--- src/design/cpec_pkg.sv ---
`default_nettype none
package cpec_pkg;

  // quotient bits: |velocity change| stays below 2^20 on a hit
  localparam int unsigned QW   = 20;
  localparam int unsigned REMW = 35;
  localparam int unsigned NUMW = 52;
  localparam int unsigned DENW = 35;

  typedef struct packed {
    logic signed [15:0] a_pos_x;
    logic signed [15:0] a_pos_y;
    logic signed [15:0] a_vel_x;
    logic signed [15:0] a_vel_y;
    logic        [11:0] a_radius;
    logic        [7:0]  a_mass;
    logic signed [15:0] b_pos_x;
    logic signed [15:0] b_pos_y;
    logic signed [15:0] b_vel_x;
    logic signed [15:0] b_vel_y;
    logic        [11:0] b_radius;
    logic        [7:0]  b_mass;
  } in_t;

  typedef struct packed {
    logic               hit;
    logic signed [15:0] new_a_vel_x;
    logic signed [15:0] new_a_vel_y;
    logic signed [15:0] new_b_vel_x;
    logic signed [15:0] new_b_vel_y;
    logic               clipped;
  } out_t;

  // what travels alongside the dividers
  typedef struct packed {
    logic               hit;
    logic               pass;
    logic               sx;
    logic               sy;
    logic signed [15:0] axv;
    logic signed [15:0] ayv;
    logic signed [15:0] bxv;
    logic signed [15:0] byv;
  } side_t;

endpackage
`default_nettype wire

--- src/design/cpec_div.sv ---
`default_nettype none
// Unsigned restoring divider, one quotient bit per register stage.
// Needs num < den * 2^QW; every register advances only while en_i is high.
module cpec_div (
  input  wire logic                           clk_i,
  input  wire logic                           en_i,
  input  wire logic [cpec_pkg::NUMW-1:0]      num_i,
  input  wire logic [cpec_pkg::DENW-1:0]      den_i,
  output logic      [cpec_pkg::QW-1:0]        quo_o
);

  logic [cpec_pkg::REMW-1:0] rem_q [0:cpec_pkg::QW];
  logic [cpec_pkg::QW-1:0]   low_q [0:cpec_pkg::QW];
  logic [cpec_pkg::DENW-1:0] den_q [0:cpec_pkg::QW];

  always_ff @(posedge clk_i) begin
    if (en_i) begin
      rem_q[0] <= cpec_pkg::REMW'(num_i[cpec_pkg::NUMW-1:cpec_pkg::QW]);
      low_q[0] <= num_i[cpec_pkg::QW-1:0];
      den_q[0] <= den_i;
    end
  end

  for (genvar i = 0; i < cpec_pkg::QW; i++) begin : g_step
    logic [cpec_pkg::REMW:0] sh;
    logic [cpec_pkg::REMW:0] trial;
    logic [cpec_pkg::REMW-1:0] rem_d;
    logic qbit;

    always_comb begin
      sh    = {rem_q[i], low_q[i][cpec_pkg::QW-1]};
      trial = sh - {1'b0, den_q[i]};
      qbit  = !trial[cpec_pkg::REMW];
      rem_d = qbit ? trial[cpec_pkg::REMW-1:0] : sh[cpec_pkg::REMW-1:0];
    end

    always_ff @(posedge clk_i) begin
      if (en_i) begin
        rem_q[i+1] <= rem_d;
        low_q[i+1] <= {low_q[i][cpec_pkg::QW-2:0], qbit};
        den_q[i+1] <= den_q[i];
      end
    end
  end

  assign quo_o = low_q[cpec_pkg::QW];

endmodule
`default_nettype wire

--- config.mk ---
export PLATFORM = sky130hd
export DESIGN_NAME = cpec_div
export DESIGN_NICKNAME = d
export VERILOG_FILES = /design/src/design/cpec_pkg.sv /design/src/design/cpec_div.sv
export SDC_FILE = /design/constraint.sdc
export NUM_CORES = 2
export LEC_CHECK = 0
export BUFFER_PORTS_ARGS = -buffer_cell sky130_fd_sc_hd__buf_2
export CORE_AREA = 4 4 452 454
export CTS_BUF_LIST = sky130_fd_sc_hd__clkbuf_8
export DETAILED_ROUTE_END_ITERATION = 8
export DIE_AREA = 0 0 456 458
export PLACE_DENSITY_LB_ADDON = 0.25
export SETUP_SLACK_MARGIN = 0.1
export SYNTH_ARGS = -nofsm -noshare
export SYNTH_HDL_FRONTEND = slang
export SYNTH_SLANG_ARGS = --single-unit
--- constraint.sdc ---
create_clock -name clk_i -period 3.5 [get_ports clk_i]
set_clock_uncertainty 0.15 [all_clocks]
set_input_delay 0.35 -clock clk_i [delete_from_list [all_inputs] [get_ports clk_i]]
set_output_delay 0.35 -clock clk_i [all_outputs]
set_load 0.02 [all_outputs]
; ---- Word level (Yosys, flattened, before mapping)
; Memory sizes are Yosys's and may differ from the RTL's.
; Cells that the tools add are included.
[totals]
register_bits = 0
latchBits = 0
mem_bits_rw = 1890
mem_bits_ro = 0
input_bits = 89
mem_count = 3
[classes]
add_sub_neg = 20
n_mul = 0
div_mod_pow = 0
magnitude_cmp = 0
n_eq_ne = 0
n_shift = 0
mux = 22
n_bitwise = 0
n_reduce_logical = 20
[mem_list]
columns = name, depth, width, read_ports, rd_clocked_by_memory_dff, wr, line_no
row1 = den_q, 21, 35, 20, 0, 21, cpec_div.sv:14  ; logic [cpec_pkg::DENW-1:0] den_q [0:cpec_pkg::QW];
row2 = rem_q, 21, 35, 20, 0, 21, cpec_div.sv:12  ; logic [cpec_pkg::REMW-1:0] rem_q [0:cpec_pkg::QW];
row3 = low_q, 21, 20, 21, 0, 21, cpec_div.sv:13  ; logic [cpec_pkg::QW-1:0] low_q [0:cpec_pkg::QW];
[op_table]
columns = operator, n
row1 = $sub A36 B35 Y36, 20
row2 = $mux W35, 20
row3 = $logic_not A1 Y1, 20
row4 = $mux W1, 2

; ---- Longest topological paths before layout
[depth]
word_depth = 2
ltp_mapped = 15

; ---- Worst setup path before layout
; No wires, ideal clock.
[synth_timing]
path_kind = register -> register
from = memory low_q[2][19] in the netlist's numbering
to = memory rem_q[4][69] in the netlist's numbering (data pin)
setup_time_ps = 260
arrival_time_ps = 3313
t_required_ps = 3090
slack_ps = -223
stages_incl_launch_ff = 15
path_buffers = 0
synth_period_minus_slack_ps = 3723
path_cell_list = edfxtp_1 > inv_1 > ha_1 > inv_1 > fa_1 > a21o_1 > and4_1 > or4_1 > a211oi_1 > o31ai_1 > a31oi_1 > o21ai_1 > a221oi_2 > xnor2_1 > mux2_2
[synth_rtl]
columns = element, line_no
row1 = "start, declared", cpec_div.sv:13
row2 = "end, declared", cpec_div.sv:12

==> flow_metrics.py <==
metrics = {
    "floorplanning": {
        "rows": 164,
        "die-area_sq_um": 209000,
        "ioPinCount": 109,
        "die_height_microns": 458,
        "die_w_microns": 456,
        "coreArea_sq_um": 200000,
        "initial_core_util": 0.499,
    },
    "routing": {
        "drc": 0,
        "firstDrtPassIters": 5,
        "wl_per_cell_microns": 18.2,
        "drt-total-wl_microns": 242000,
        "routed_via_density": 5.34,
        "drt-initial-drc-count": 3088,
        "num_vias": 71000,
        "ant_nets": 0,
    },
    "sta": {
        "rsz0062_at_grt": "true",
        "fin_crit_sh": 1.16,
        "tightest_slew_ns": 0.931,
        "setup_slack_ns": -0.549,
        "slew_headroom": 0.379,
        "max_freq_mhz": 247,
        "maxSlewViolCount": 0,
        "period_minus_slack_ns": 4.05,
        "finalHoldViolCount": 0,
        "setup_viol": 651,
    },
    "global_route": {
        "first_global_vias": 75800,
        "grt_max_degree": 113,
        "met3_usage": 0.0347,
        "busiest_layer": "met2",
        "grtUsageTotal": 0.219,
        "antenna_found_initial": 4,
        "met1_usage": 0.193,
        "grt-ovfl-total": 0,
        "gr-usage-met2": 0.449,
        "grt_pass1_wl_microns": 372000,
    },
    "synthesis": {
        "seq_area_frac_synth": 0.548,
        "ys_dominant_reg_cell": "edfxtp_1",
        "netlist_area_sq_um": 99600,
        "synthArstFlopShare": 0,
        "synth.avg_cell_area_sq_um": 12.2,
        "synthCells": 8165,
        "yosysWarnings": 0,
        "synth_edf_count": 1817,
        "yosysUniqueCellTypes": 102,
        "ys_seq_elements": 1817,
        "syn_nets": 8970,
    },
    "critical_path": {
        "slowest_delay_ns": 0.43,
        "path_cells": "inv_2, ha_4, nor2b_4, o2111ai_4, a311oi_2, buf_4, a2111oi_4, a32o_2, o31ai_4, a211o_1, a211oi_4, buf_12, buf_6, buf_6, inv_8, mux2_4",
        "critPathMaxFanout": 3,
        "cpMaxStageDelayCell": "edfxtp_1",
        "critPathLaunchType": "flop",
        "critPathCaptureType": "flop",
        "worstPathRequired_ns": 4.11,
        "path_buf_inv": 6,
        "arrival_ns": 4.66,
        "criticalPathCategory": "reg -> reg",
        "crit_top_cell": "buf_6",
        "cp_top_family": "compound AO/OA/AOI/OAI gates",
    },
    "hold_path": {
        "holdCritPathClass": "reg -> reg",
    },
    "finish": {
        "nNetsFinal": 11200,
        "fin_cells": 13300,
        "drive_above_1_share": 0.324,
        "finalInstanceArea_sq_um": 132000,
        "seq_area_sq_um": 54600,
        "n_fill_cell": 14200,
        "syn_to_final_growth_pct": 32.7,
        "multi_input_area_sq_um": 46800,
    },
    "clock_network": {
        "cts_inserted_buffers": 333,
        "clock_latency_ns": 1.04,
        "cts_buffer_depth": 4,
        "root_buffer": "clkbuf_8",
        "numClockSinks": 1817,
        "cts_tree": "built",
        "clkSlewWorstSetupHoldPaths_ns": 0.06,
        "htreeDepth": 5,
    },
    "flow_run": {
        "drv_cap": 0,
    },
    "run_status": {
        "outcome": "complete, but fails checks",
        "violations": "negative setup slack",
    },
    "pwr": {
        "max-vdd-ir-drop_mv": 0.554,
        "p_leak_nw": 57.7,
        "power_density_nw_per_um2": 1020,
    },
    "placed_design": {
        "gp_congestion": 0.949,
        "detailed_place_hpwl_microns": 158000,
        "dpl_cell_area_sq_um": 114000,
        "io_buffers": 108,
        "dp.cells": 12100,
    },
}
## routing by layer
| layer | vias up | wire length, microns | part of all wire |
|---|---|---|---|
| met1 | 33900 | 77100 | 0.32 |
| li1 | 34700 | - | - |
| met4 | 0 | 17800 | 0.073 |
| met5 | - | 0 | 0 |
| met2 | 1535 | 140000 | 0.58 |
| met3 | 811 | 7470 | 0.031 |
## Yosys cell counts (62+ instances only)
cell      count  share of area
clkbuf_1     81         0.0031
and3_1       77         0.0048
inv_1       883          0.033
a31oi_1      81         0.0051
xor2_1      182          0.016
a21o_1      380          0.029
nand2b_1     69         0.0043
mux2_2      578          0.065
edfxtp_1   1817           0.55
a21oi_1     584          0.029
nor2_1      353          0.013
nor3_1       67         0.0034
nand2_1     402          0.015
o21bai_1     69         0.0052
xnor2_1     379          0.033
o21a_1       76         0.0057
nand4_1      62         0.0039
nand3_1     116         0.0058
o21ai_0     335          0.017
ha_1        697          0.088
nor2b_1     111         0.0070
## placed cells by master, fill, tap and decap left out, types with 266 or more instances in the layout
master	n
clkbuf_8	340
xnor2_1	377
nor2_1	328
mux2_4	519
edfxtp_1	1817
a21o_1	379
nand2_1	372
buf_4	1479
a21oi_1	525
o21ai_0	266
inv_1	944
ha_1	631
## per-stage QoR
stage | total power, mW | setup TNS, ns | util | hold slack, ns | setup slack [ns]
after floorplan | 74.9 | -0.403 | - | 0.250 | -0.0719
after global placement | 93.1 | -263.57 | 0.573 | 0.251 | -0.725
after detailed placement | 94.5 | -305.86 | 0.573 | 0.255 | -0.774
after CTS | 126 | -124.02 | 0.640 | 0.208 | -0.517
after global routing | 143 | -194.26 | 0.662 | 0.194 | -0.644
final | 135 | -127.40 | 0.662 | 0.241 | -0.549
## final cells by class
cell class                 count  area share
inverter                     884      0.0252
antenna                       23    0.000435
timing repair buffer        2036       0.139
clock inverter               229     0.00759
sequential                  1817       0.413
tap                         2656      0.0251
multi-input combinational   5296       0.354
clock buffer                 340      0.0354
## final timing paths
kind,from,endpoint,slack (ns),cells past startpoint
min,low_q[0][91],low_q[0][112],0.24,0
max reg2reg,den_q[1][141],rem_q[3][68],-0.55,16
max,den_q[1][141],rem_q[3][68],-0.55,16
min reg2reg,low_q[0][91],low_q[0][112],0.24,0
## flip-flops by register name (all words and copies together), names as in the netlist
signal	flops
den_q	700
rem_q	697
low_q	420
## worst reg2reg max path, delay by kind of cell, from the launching register on
kind                       cells  cell delay (ns)
adders and majority gates      1             0.21
and+or+nand+nor                1             0.13
DFF                            1             0.43
muxes                          1             0.29
buffers and inverters          6             0.65
AOI/OAI and AO/OA              7             1.90
## logic make-up (layout without fill, tap and decap cells)
group,count (synthesis),in the layout,synth area share
xor gates and xnor gates,571,571,0.0510
buffers and inverters,1052,3489,0.0418
other,1,24,0.0000377
DFF,1817,1817,0.548
muxes,620,620,0.0697
AOI/OAI and AO/OA,1962,1962,0.129
adders and majority gates,716,716,0.0914
and+or+nand+nor,1426,1426,0.0696
## power by group
group / switching (mW) / total [mW] / leakage [nW] / internal [mW]
Sequential: 2.96 / 35.1 / 17.8 / 32.2
Combinational: 36.5 / 82.2 / 36.6 / 45.7
Clock: 8.54 / 17.7 / 3.34 / 9.16
Total: 48.0 / 135 / 57.7 / 87.0
## repair_timing
| action | in CTS | in global routing |
|---|---|---|
| setup endpoints to repair | 682 | 684 |
| setup buffers | 184 | 144 |
| gates cloned | 47 | 31 |
| hold buffers | 175 | 0 |
| endpoints found under the hold margin | 1055 | 0 |
| gates resized for setup | 734 | 665 |
| pin swaps | 259 | 230 |
(Power assumes the default switching activity.)
